**src/rtl/ssrlm_pkg.sv**
```systemverilog
`timescale 1ns / 1ps
`default_nettype none
// ----------------------------------------------------------------------------
// ssrlm_pkg
// Shared types and constants of the stereo slot swap level meter.
// ----------------------------------------------------------------------------
package ssrlm_pkg;
    localparam int unsigned DEF_MAX_BLOCK_FRAMES = 1024;
    localparam int LEVEL_W = 11;
    localparam logic signed [LEVEL_W-1:0] LEVEL_FLOOR = -11'sd900;

    typedef struct packed {
        logic signed [15:0] left_sample;
        logic signed [15:0] right_sample;
        logic               block_end;
    } ssrlm_word_t;
endpackage
`default_nettype wire

```
**src/rtl/stereo_slot_swap_rms_level_meter_core.sv**
```systemverilog
`timescale 1ns / 1ps
`default_nettype none
// ----------------------------------------------------------------------------
// stereo_slot_swap_rms_level_meter_core
// Stereo slot swap with block RMS level meter in tenths of dBFS.
// ----------------------------------------------------------------------------
// Each input word is one stereo frame, right slot in the low half. A frame
// is returned swapped, left sample in the low bits and the held levels above
// the samples, once it has passed the input register and the output register.
// A word marked tlast closes a block; its levels come from the shared iterative
// log2 unit run three times (frame count, then each channel sum, up to 44
// normalise steps and 16 squaring steps each); the input stalls meanwhile.
// A one-word input register decouples the input from the computation.
module stereo_slot_swap_rms_level_meter_core
    import ssrlm_pkg::*;
#(
    parameter int unsigned MAX_BLOCK_FRAMES = DEF_MAX_BLOCK_FRAMES
) (
    input  wire logic        aclk,
    input  wire logic        aresetn,
    input  wire logic        s_tvalid,
    output logic             s_tready,
    input  wire logic [31:0] s_tdata,  // first_slot_sample, second_slot_sample
    input  wire logic        s_tlast,  // block_end
    output logic             m_tvalid,
    input  wire logic        m_tready,
    // left_sample, right_sample, left_level_ddb, right_level_ddb
    output logic [55:0]      m_tdata,
    output logic             m_tuser   // level_updated
);
    logic        q_valid, q_ready;
    ssrlm_word_t q_word;

    ssrlm_front u_front (
        .aclk(aclk), .aresetn(aresetn), .s_tvalid(s_tvalid), .s_tready(s_tready),
        .s_tdata(s_tdata), .s_tlast(s_tlast), .q_valid(q_valid), .q_ready(q_ready),
        .q_word(q_word)
    );

    ssrlm_back #(.MAX_BLOCK_FRAMES(MAX_BLOCK_FRAMES)) u_back (
        .aclk(aclk), .aresetn(aresetn), .q_valid(q_valid), .q_ready(q_ready),
        .q_word(q_word), .m_tvalid(m_tvalid), .m_tready(m_tready),
        .m_tdata(m_tdata), .m_tuser(m_tuser)
    );
endmodule
`default_nettype wire

```
**src/rtl/ssrlm_front.sv**
```systemverilog
`timescale 1ns / 1ps
`default_nettype none
// ----------------------------------------------------------------------------
// ssrlm_front
// Input stage: splits the word into its two samples and registers one word for the queue.
// ----------------------------------------------------------------------------
module ssrlm_front
    import ssrlm_pkg::*;
(
    input  wire logic        aclk,
    input  wire logic        aresetn,
    input  wire logic        s_tvalid,
    output logic             s_tready,
    input  wire logic [31:0] s_tdata,
    input  wire logic        s_tlast,
    output logic             q_valid,
    input  wire logic        q_ready,
    output ssrlm_word_t      q_word
);
    logic        valid_reg;
    ssrlm_word_t word_reg;

    assign s_tready = !valid_reg || q_ready;
    assign q_valid  = valid_reg;
    assign q_word   = word_reg;

    always_ff @(posedge aclk) begin
        if (!aresetn) begin
            valid_reg <= 1'b0;
        end else if (s_tready) begin
            valid_reg <= s_tvalid;
        end
        if (s_tvalid && s_tready) begin
            word_reg.left_sample  <= s_tdata[31:16];
            word_reg.right_sample <= s_tdata[15:0];
            word_reg.block_end    <= s_tlast;
        end
    end
endmodule
`default_nettype wire

```
**src/rtl/ssrlm_log2.sv**
```systemverilog
`timescale 1ns / 1ps
`default_nettype none
// ----------------------------------------------------------------------------
// ssrlm_log2
// Iterative log2 in Q16: finds the top bit a step at a time, then squares
// the mantissa once per fraction bit.
// ----------------------------------------------------------------------------
module ssrlm_log2 #(
    parameter int unsigned X_W = 48
) (
    input  wire logic           aclk,
    input  wire logic           aresetn,
    input  wire logic           start,
    input  wire logic [X_W-1:0] x,
    output logic                done,
    output logic [23:0]         result
);
    typedef enum logic [1:0] {L_IDLE, L_NORM, L_FRAC} lstate_t;
    localparam int P_W = $clog2(X_W) + 1;

    lstate_t        state_reg;
    logic [X_W-1:0] x_reg;
    logic [P_W-1:0] p_reg;
    logic [31:0]    m_reg;
    logic [4:0]     i_reg;
    logic [23:0]    r_reg;
    logic [63:0]    sq;
    logic [33:0]    msq;

    assign sq     = {32'd0, m_reg} * {32'd0, m_reg};
    assign msq    = sq[63:30];
    assign done   = (state_reg == L_IDLE);
    assign result = r_reg;

    always_ff @(posedge aclk) begin
        if (!aresetn) begin
            state_reg <= L_IDLE;
        end else begin
            unique case (state_reg)
                L_IDLE: begin
                    if (start) begin
                        x_reg     <= x;
                        p_reg     <= P_W'(X_W - 1);
                        state_reg <= L_NORM;
                    end
                end
                L_NORM: begin
                    if (x_reg[X_W-1] || p_reg == '0) begin
                        m_reg     <= {1'b0, x_reg[X_W-1 -: 31]};
                        r_reg     <= {8'(p_reg), 16'd0};
                        i_reg     <= 5'd15;
                        state_reg <= L_FRAC;
                    end else begin
                        x_reg <= x_reg << 1;
                        p_reg <= p_reg - 1'b1;
                    end
                end
                L_FRAC: begin
                    if (msq[31]) begin
                        m_reg <= msq[32:1];
                        r_reg[i_reg[3:0]] <= 1'b1;
                    end else begin
                        m_reg <= msq[31:0];
                    end
                    if (i_reg == 5'd0) state_reg <= L_IDLE;
                    i_reg <= i_reg - 1'b1;
                end
                default: state_reg <= L_IDLE;
            endcase
        end
    end
endmodule
`default_nettype wire

```
**src/rtl/ssrlm_back.sv**
```systemverilog
`timescale 1ns / 1ps
`default_nettype none
// ----------------------------------------------------------------------------
// ssrlm_back
// Accumulates squares, computes block levels on block end, issues results.
// ----------------------------------------------------------------------------
module ssrlm_back
    import ssrlm_pkg::*;
#(
    parameter int unsigned MAX_BLOCK_FRAMES = DEF_MAX_BLOCK_FRAMES
) (
    input  wire logic        aclk,
    input  wire logic        aresetn,
    input  wire logic        q_valid,
    output logic             q_ready,
    input  ssrlm_word_t      q_word,
    output logic             m_tvalid,
    input  wire logic        m_tready,
    output logic [55:0]      m_tdata,
    output logic             m_tuser
);
    localparam int N_W   = $clog2(MAX_BLOCK_FRAMES + 1);
    localparam int SUM_W = 30 + N_W + 1;
    localparam int X_W   = SUM_W + 2;

    typedef enum logic [2:0] {B_IDLE, B_LOGN, B_LOGS, B_CALC, B_OUT} bstate_t;

    bstate_t               state_reg;
    logic [SUM_W-1:0]      lsum_reg, rsum_reg;
    logic [N_W-1:0]        n_reg;
    logic signed [10:0]    lhold_reg, rhold_reg;
    logic                  upd_reg, valid_reg, ch_reg;
    logic                  valid_next;
    logic signed [15:0]    lout_reg, rout_reg;
    logic [23:0]           a_reg;
    logic [SUM_W-1:0]      s_sel;
    logic                  lg_start, lg_done;
    logic [X_W-1:0]        lg_x;
    logic [23:0]           lg_r;
    logic [31:0]           lsq, rsq;
    logic [24:0]           diff;
    logic [56:0]           prod;
    logic [24:0]           mag;
    logic signed [10:0]    lvl;
    logic                  quiet, room;

    ssrlm_log2 #(.X_W(X_W)) u_log2 (
        .aclk(aclk), .aresetn(aresetn), .start(lg_start), .x(lg_x),
        .done(lg_done), .result(lg_r)
    );

    assign lsq   = 32'($signed(q_word.left_sample) * $signed(q_word.left_sample));
    assign rsq   = 32'($signed(q_word.right_sample) * $signed(q_word.right_sample));
    assign room  = (32'(n_reg) < 32'(MAX_BLOCK_FRAMES));
    assign s_sel = ch_reg ? rsum_reg : lsum_reg;
    assign quiet = (n_reg == '0) || ({s_sel, 2'b00} <= X_W'(n_reg));
    assign diff  = {1'b0, a_reg} - {1'b0, lg_r};
    assign prod  = 57'(diff) * 57'd1972830 + 57'h80000000;
    assign mag   = prod[56:32];
    assign lvl   = quiet ? LEVEL_FLOOR :
                   diff[24] || diff == '0 ? 11'sd0 :
                   mag > 25'd900 ? LEVEL_FLOOR : -$signed(11'(mag));

    assign q_ready  = (state_reg == B_IDLE) && (!valid_reg || m_tready);
    assign m_tvalid = valid_reg;
    assign m_tdata  = {2'b00, rhold_reg, lhold_reg, rout_reg, lout_reg};
    assign m_tuser  = upd_reg;

    always_comb begin
        lg_start = 1'b0;
        lg_x     = '0;
        if (state_reg == B_IDLE && q_valid && q_ready && q_word.block_end) begin
            lg_start = 1'b1;
            lg_x     = X_W'(room ? n_reg + 1'b1 : n_reg);
        end else if (state_reg == B_LOGN && lg_done) begin
            lg_start = 1'b1;
            lg_x     = X_W'(lsum_reg);
        end else if (state_reg == B_CALC && !ch_reg) begin
            lg_start = 1'b1;
            lg_x     = X_W'(rsum_reg);
        end
    end

    always_comb begin
        valid_next = valid_reg && !m_tready;
        if (state_reg == B_IDLE && q_valid && q_ready && !q_word.block_end) begin
            valid_next = 1'b1;
        end else if (state_reg == B_OUT) begin
            valid_next = 1'b1;
        end
    end

    always_ff @(posedge aclk) begin
        if (!aresetn) begin
            state_reg <= B_IDLE;
            valid_reg <= 1'b0;
            lsum_reg  <= '0;
            rsum_reg  <= '0;
            n_reg     <= '0;
            lhold_reg <= LEVEL_FLOOR;
            rhold_reg <= LEVEL_FLOOR;
            upd_reg   <= 1'b0;
            ch_reg    <= 1'b0;
        end else begin
            valid_reg <= valid_next;
            unique case (state_reg)
                B_IDLE: begin
                    if (q_valid && q_ready) begin
                        lout_reg <= q_word.left_sample;
                        rout_reg <= q_word.right_sample;
                        if (room) begin
                            lsum_reg <= lsum_reg + SUM_W'(lsq);
                            rsum_reg <= rsum_reg + SUM_W'(rsq);
                            n_reg    <= n_reg + 1'b1;
                        end
                        if (q_word.block_end) begin
                            state_reg <= B_LOGN;
                        end else begin
                            upd_reg   <= 1'b0;
                        end
                    end
                end
                B_LOGN: begin
                    if (lg_done) begin
                        a_reg     <= lg_r + {8'd30, 16'd0};
                        ch_reg    <= 1'b0;
                        state_reg <= B_LOGS;
                    end
                end
                B_LOGS: begin
                    if (lg_done) state_reg <= B_CALC;
                end
                B_CALC: begin
                    if (!ch_reg) begin
                        lhold_reg <= lvl;
                        ch_reg    <= 1'b1;
                        state_reg <= B_LOGS;
                    end else begin
                        rhold_reg <= lvl;
                        state_reg <= B_OUT;
                    end
                end
                B_OUT: begin
                    lsum_reg  <= '0;
                    rsum_reg  <= '0;
                    n_reg     <= '0;
                    upd_reg   <= 1'b1;
                    state_reg <= B_IDLE;
                end
                default: state_reg <= B_IDLE;
            endcase
        end
    end

    assert property (@(posedge aclk) disable iff (!aresetn)
        m_tvalid && !m_tready |=> m_tvalid && $stable(m_tdata))
        else $error("result dropped while stalled");
    assert property (@(posedge aclk) disable iff (!aresetn)
        state_reg != B_IDLE |-> !q_ready)
        else $error("queue read during level computation");
    assert property (@(posedge aclk) disable iff (!aresetn)
        32'(n_reg) <= 32'(MAX_BLOCK_FRAMES))
        else $error("frame count beyond block limit");
endmodule
`default_nettype wire

```
**config.mk**
```make
export PLATFORM = sky130hd
export DESIGN_NAME = stereo_slot_swap_rms_level_meter_core
export DESIGN_NICKNAME = d
export VERILOG_FILES = /design/src/rtl/ssrlm_pkg.sv /design/src/rtl/stereo_slot_swap_rms_level_meter_core.sv /design/src/rtl/ssrlm_front.sv /design/src/rtl/ssrlm_log2.sv /design/src/rtl/ssrlm_back.sv
export SDC_FILE = /design/constraint.sdc
export NUM_CORES = 2
export LEC_CHECK = 0
export BUFFER_PORTS_ARGS = -buffer_cell sky130_fd_sc_hd__clkbuf_2
export CAP_MARGIN = 20
export CORE_MARGIN = 2
export CORE_UTILIZATION = 55
export CTS_CLUSTER_SIZE = 14
export DETAILED_ROUTE_END_ITERATION = 10
export GPL_TIMING_DRIVEN = 0
export PLACE_DENSITY = 0.76
export SLEW_MARGIN = 10
export SYNTH_ARGS = -nofsm -noshare
export SYNTH_HDL_FRONTEND = slang
export SYNTH_SLANG_ARGS = --single-unit
```
**constraint.sdc**
```tcl
create_clock -name aclk -period 11.6 [get_ports aclk]
set_input_delay 1.16 -clock aclk [delete_from_list [all_inputs] [get_ports aclk]]
set_output_delay 1.16 -clock aclk [all_outputs]
set_load 0.02 [all_outputs]
```
=== Yosys cells after proc, flatten, opt, wreduce, memory -nomap -nowiden ===
Index checks and enable logic that the tools add are counted.

* $add $sub $neg: 10
* Multiply operators: 4
* $lt $le $gt $ge: 5
* Equal/unequal tests: 17
* Multiplexer cells: 53
* Bitwise operators: 2
* Reductions and logical operators: 43

{| class="wikitable"
|+ Operators with widths
! kind !! count
|-
| $mux W42 || 6
|-
| $mux W44 || 5
|-
| $pmux W42 S2 || 2
|-
| $pmux W44 S2 || 1
|-
| $add A42 B32 Y42 || 2
|-
| $mul A16 B16 Y32 || 2
|-
| $mux W32 || 2
|-
| $pmux W32 S2 || 1
|-
| $mul A32 B32 Y63 || 1
|-
| $mux W11 || 5
|-
| $mux W24 || 2
|-
| $pmux W24 S2 || 1
|-
| $add A46 B32 Y47 const B || 1
|-
| $mul A25 B20 Y45 const B || 1
|-
| $le A44 B11 Y1 || 1
|-
| $gt A25 B10 Y1 const B || 1
|-
| $logic_not A25 Y1 || 1
|-
| $sub A24 B24 Y25 || 1
|-
| $add A24 B21 Y24 const B || 1
|-
| $or A24 B16 Y24 || 1
|-
| $pmux W11 S2 || 1
|-
| $reduce_and A3 Y1 || 6
|-
| $mux W3 || 5
|-
| $mux W7 || 2
|-
| 36 further kinds || 82
|}

* Bits in registers: 327
* Input port bits: 37
* Output and inout bits: 59

=== Logic depth before layout (Yosys ltp) ===
* Depth after elaboration: 8
* Depth in mapped cells: 45
* Gate-level depth less buffers: 44

=== Modules after synthesis ===
Synthesis repeated with hierarchy kept, for this count alone.

* Cell total of the unflattened synthesis: 8034
* Area total of the unflattened synthesis: 74869.3 µm²

{| class="wikitable"
|+ Modules (own cells, without submodules)
! module !! times used !! cells each !! area an instance (µm²) !! sequential area each (µm²)
|-
| ssrlm_back || 1 || 4411 || 39847.0 || 4144.0
|-
| ssrlm_log2 || 1 || 3585 || 33973.8 || 3373.2
|-
| ssrlm_front || 1 || 38 || 1048.5 || 1011.0
|}

=== Worst setup path before layout ===
OpenSTA, ideal clock, no wires.

* Kind: reg2reg
* Start: register u_back.a_reg[0]
* End: register u_back.lhold_reg[6]
* Library setup time: 0.130 ns
* Arrival: 10.255 ns
* Required time: 11.470 ns
* Setup slack: 1.215 ns
* Cell stages (with the launch flop): 43
* Buffers on the path: 1
* Period minus slack after synthesis: 10.385 ns
* Cells stage by stage: edfxtp_1 > inv_1 > ha_1 > inv_1 > fa_1 > a21o_1 > a21oi_4 > o21ai_1 > a21oi_1 > nor3_1 > o21ai_0 > a21oi_1 > a21oi_1 > o21bai_1 > xor2_1 > ha_1 > ha_1 > fa_1 > (+7 left out) > nand4_1 > or4_1 > a21oi_2 > a211oi_2 > a21oi_4 > xor2_4 > ha_1 > buf_1 > nand2b_1 > a211o_1 > a211oi_1 > xor2_1 > or4b_4 > or4b_1 > nand2_1 > xnor2_1 > o31ai_2 > o21ai_1

* Word-level cells in the longest chain between the ends: 7

{| class="wikitable"
|+ Ends and longest elaborated chain
! element !! RTL line !! source
|-
| start: declaration || ssrlm_back.sv:35 || <nowiki>logic [23:0] a_reg;</nowiki>
|-
| start signal: assignment || ssrlm_back.sv:125 || <nowiki>a_reg <= lg_r + {8'd30, 16'd0};</nowiki>
|-
| $sub A24 B24 Y25 (*) || ssrlm_back.sv:57 || <nowiki>assign diff = {1'b0, a_reg} - {1'b0, lg_r};</nowiki>
|-
| $mul A25 B20 Y45 || ssrlm_back.sv:58 || <nowiki>assign prod = 57'(diff) * 57'd1972830 + 57'h80000000;</nowiki>
|-
| $add A46 B32 Y47 || ssrlm_back.sv:58 ||
|-
| $gt A25 B10 Y1 / $neg A11 Y11 (equally long branches) || ssrlm_back.sv:62 || <nowiki>mag > 25'd900 ? LEVEL_FLOOR : -$signed(11'(mag));</nowiki>
|-
| $mux W11 || ssrlm_back.sv:62 ||
|-
| $mux W11 (*) || ssrlm_back.sv:61 || <nowiki>diff[24] || diff == '0 ? 11'sd0 :</nowiki>
|-
| $mux W11 (*) || ssrlm_back.sv:60 || <nowiki>assign lvl = quiet ? LEVEL_FLOOR :</nowiki>
|-
| end signal: assignment || ssrlm_back.sv:135 || <nowiki>lhold_reg <= lvl;</nowiki>
|-
| end: declaration || ssrlm_back.sv:31 || <nowiki>logic signed [10:0] lhold_reg, rhold_reg;</nowiki>
|}

Mark *: on every way between the ends. The rest lies on a longest branch, timed or not.
A chain may end at the register's enable or synchronous reset.

=== Final worst setup path ===
* Start: register u_back.u_log2.m_reg[7]
* End: register u_back.u_log2.m_reg[23] (data pin)

* Word-level cells in the longest chain between the ends: 3

{| class="wikitable"
|+ Ends and longest elaborated chain
! element !! RTL line !! source
|-
| start: declaration || ssrlm_log2.sv:24 || <nowiki>logic [31:0] m_reg;</nowiki>
|-
| start signal: assignment || ssrlm_log2.sv:49 || <nowiki>m_reg <= {1'b0, x_reg[X_W-1 -: 31]};</nowiki>
|-
| start signal: assignment || ssrlm_log2.sv:60 || <nowiki>m_reg <= msq[32:1];</nowiki>
|-
| start signal: assignment || ssrlm_log2.sv:63 || <nowiki>m_reg <= msq[31:0];</nowiki>
|-
| $mul A32 B32 Y63 || ssrlm_log2.sv:30 || <nowiki>assign sq = {32'd0, m_reg} * {32'd0, m_reg};</nowiki>
|-
| $mux W32 || ssrlm_log2.sv:59 || <nowiki>if (msq[31]) begin</nowiki>
|-
| $pmux W32 S2 || ssrlm_log2.sv:39 || <nowiki>unique case (state_reg)</nowiki>
|}

No other way between the ends.

==> results by group <==
Outcome
  – Status: finished, final reports clean

Route
  – Vias: 54108
  – Total iterations of the first detailed-routing run: 5
  – DR vias/cell: 5.56
  – First DRT Iteration DRCs: 4072
  – # DRC: 0
  – Wire per inst: 20.1 um
  – Final ANT Viol Nets: 0
  – Routed WL: 196000 um

Synthesis
  – Synth Flop Type: edfxtp_1
  – Adder-cell share of the synthesized area: 53.4%
  – Distinct cells, synth: 98
  – FFs w/ async S/R, synth: 0%
  – Cell Area, Synth: 73300 sq um
  – Number of synthesized flops with an enable pin: 200
  – Share of the yosys chip area belonging to registers: 11.6%
  – Largest family of logic cells by synthesized area: adder cells
  – Warnings from Yosys: 0
  – Multiplexer share of the synthesized area: 0.367%
  – Post-synthesis simple-gate area fraction: 11.8%
  – Post-Syn Area per Cell: 9.42 sq um
  – Post-synthesis register bit count: 326
  – Post-synthesis xor/xnor area fraction: 3.80%
  – Post-Syn Instances: 7778
  – Synth Area in Compound Gates: 7.67%

GRT
  – Congestion Overflow GR: 0
  – GRT Total Usage: 29.5%
  – Largest net degree at the start of global routing: 31
  – Initial antenna violation count: 4
  – Global-route wire length before repair: 314000 um
  – Vias in the first global route: 57798

Layout
  – Share of cells above drive strength 1: 4.02%
  – Final net count: 10236
  – Most common cell after layout, fill and taps aside: inv_1
  – Most frequent cells in the layout: inv_1 (1953), fa_1 (1457), ha_1 (794)
  – Fill count: 11221
  – Area Overhead vs Synth: 6.23%
  – Max reg flops: 44
  – Cell area after layout: 77800 sq um
  – Post-layout util: 59.0%

Worst setup path
  – CP peak stage delay: 0.92 ns
  – Crit-path most repeated cell: fa_1
  – WP data required: 11.99 ns
  – Crit path kind: flop to flop
  – Reg2Reg Launch Point: u_back.u_log2.m_reg[7]
  – R2r endpoint: u_back.u_log2.m_reg[23]
  – Worst-path maximum fanout: 10
  – Setup crit end kind: flop
  – R2r worst-path depth: 30
  – Reg-to-reg setup timing slack: 0.15 ns
  – Critical path arrival: 11.84 ns
  – Slowest cell on crit path: clkbuf_1
  – Element type at the critical path start: flop

Timing
  – Worst slew pin tran: 1.24 ns
  – Final Hold Violating Endpoints: 0
  – Final critical-path required period: 11.45 ns
  – Setup Skew: 0.0375 ns
  – Max_slew headroom: 16.5%
  – Final setup viols: 0
  – Fmax: 0.0873 GHz
  – Final Slew Violations: 0
  – Part of the cycle the worst path needs: 98.7%

Floorplanning
  – Die ar.: 136000 sq um
  – Core area: 132000 sq um
  – Placement Rows: 133
  – Die width: 369 um
  – Io pins: 96
  – Starting Density: 55.6%
  – Die height: 369 um

Placed design
  – GPL Wtd Cong: 0.982
  – Hpwl dp: 162000 um
  – PortBufs: 93
  – Post-DP Area: 76200 sq um

Clock network
  – CTS tree: yes
  – Post-CTS Hold Buffers: 0
  – CTS clk-pin slew, worst paths: 0.07 ns
  – H-tree lvl count: 2
  – Root Buffer: clkbuf_16
  – Sink Count: 326
  – CTS Buffer Depth: 3
  – CTS Buf Count: 39
  – Clk Latency, worst-skew pair: 0.60 ns

Worst hold path
  – WHS Endpoint: u_back.rout_reg[13]
  – Hold Crit Depth: 0
  – Hold path start: u_front.q_word[14]
  – Min-Delay Path Class: flop to flop

Flow run
  – Max-cap violation count: 0
-- final cells by class --
| type | count | area, sq um | area share (%) |
|---|---|---|---|
| Clock inverter | 18 | 204 | 0.262 |
| Clock buffer | 54 | 1070 | 1.38 |
| Tap cell | 1755 | 2200 | 2.82 |
| Antenna cell | 2 | 5.00 | 0.00643 |
| Multi-Input combinational cell | 5247 | 56700 | 72.8 |
| Inverter | 1970 | 7410 | 9.52 |
| Timing Repair Buffer | 131 | 827 | 1.06 |
| Buffer | 232 | 905 | 1.16 |
| Sequential cell | 326 | 8530 | 11.0 |
-- metal layers --
metal	track usage, %	vias to the layer above	share of wire, %
li1	-	24332	-
met1	39.1	27076	40
met2	48.4	2193	47
met3	5.67	505	8.4
met4	10.6	2	4.5
met5	0	-	0.0036
-- per-stage QoR --
step	setup TNS [ns]	cells	setup slack [ns]	hold slack (ns)
2_1_floorplan	0	7779	1.21	0.424
3_3_place_gp	-46.44	9627	-1.92	0.432
3_5_place_dp	-27.28	9639	-0.600	0.432
4_1_cts	0	9712	0.0429	0.454
5_1_grt	-0.00511	9733	-0.00511	0.462
6_report	0	9735	0.150	0.457
-- cells in the mapped netlist (10+ instances only) --
library cell | n | share of area, %
inv_1 | 1955 | 10
fa_1 | 1457 | 40
ha_1 | 795 | 14
nand2_1 | 590 | 3.0
nor2_1 | 409 | 2.1
and2_1 | 314 | 2.7
a21oi_1 | 273 | 1.9
clkbuf_1 | 216 | 1.1
xnor2_1 | 211 | 2.5
edfxtp_1 | 200 | 8.2
o21ai_0 | 149 | 1.0
dfxtp_1 | 126 | 3.4
nand3_1 | 123 | 0.84
a21o_1 | 115 | 1.2
xor2_1 | 94 | 1.1
nor3_1 | 79 | 0.54
nor2b_1 | 52 | 0.44
a31oi_1 | 46 | 0.39
nand2b_1 | 46 | 0.39
and3_1 | 36 | 0.31
a221oi_1 | 35 | 0.42
nand4_1 | 32 | 0.27
or3_1 | 29 | 0.25
o21a_1 | 28 | 0.29
a211oi_1 | 27 | 0.28
o21bai_1 | 24 | 0.25
nor4_1 | 19 | 0.16
or2_2 | 19 | 0.16
mux2_2 | 15 | 0.23
buf_1 | 14 | 0.072
a211o_1 | 12 | 0.14
o211ai_1 | 12 | 0.12
o31ai_1 | 12 | 0.12
clkinv_1 | 11 | 0.056
or4_1 | 11 | 0.11
mux2i_1 | 10 | 0.14
-- worst max path at each step --
stage | start | endpoint | slack [ns] | depth (start not counted)
after floorplan | u_back.a_reg[0] | u_back.lhold_reg[6] | 1.21 | 42
after global placement | u_back.u_log2.m_reg[9] | u_back.u_log2.result[5] | -1.92 | 29
after detailed placement | u_back.u_log2.m_reg[9] | u_back.u_log2.m_reg[23] | -0.60 | 30
after CTS | u_back.a_reg[0] | u_back.lhold_reg[6] | 0.04 | 42
after global routing | u_back.u_log2.m_reg[23] | u_back.u_log2.m_reg[23] | -0.005 | 31
final | u_back.u_log2.m_reg[7] | u_back.u_log2.m_reg[23] | 0.15 | 30
-- cell families (layout without fill, tap and decap cells) --
| group | after synthesis | count (layout) |
|---|---|---|
| AO/OA/AOI/OAI | 861 | 861 |
| XOR/XNOR | 310 | 310 |
| adder cells (fa/ha/maj) | 2253 | 2253 |
| buffers and inverters | 2206 | 2405 |
| flip-flops | 326 | 326 |
| multiplexers | 25 | 25 |
| other | 1 | 4 |
| AND/OR/NAND/NOR | 1796 | 1796 |
-- critical path, delay by kind of cell, from the launching register on --
family	cells	cell delay, ns
xor+xnor	1	0.35
simple gates	5	1.21
flops	1	0.73
fa+ha+maj	9	4.45
buf+inv	8	1.81
compound gates	7	2.68
-- what timing repair did --
item | in CTS | in global routing
resized for setup | 20 | 47
pin swaps | 0 | 6
setup buffers | 1 | 23
endpoints found under the setup margin | 70 | 70
Power is not shown: default switching activity piles up to over one toggle a cycle in this logic, so the estimate is an artifact.
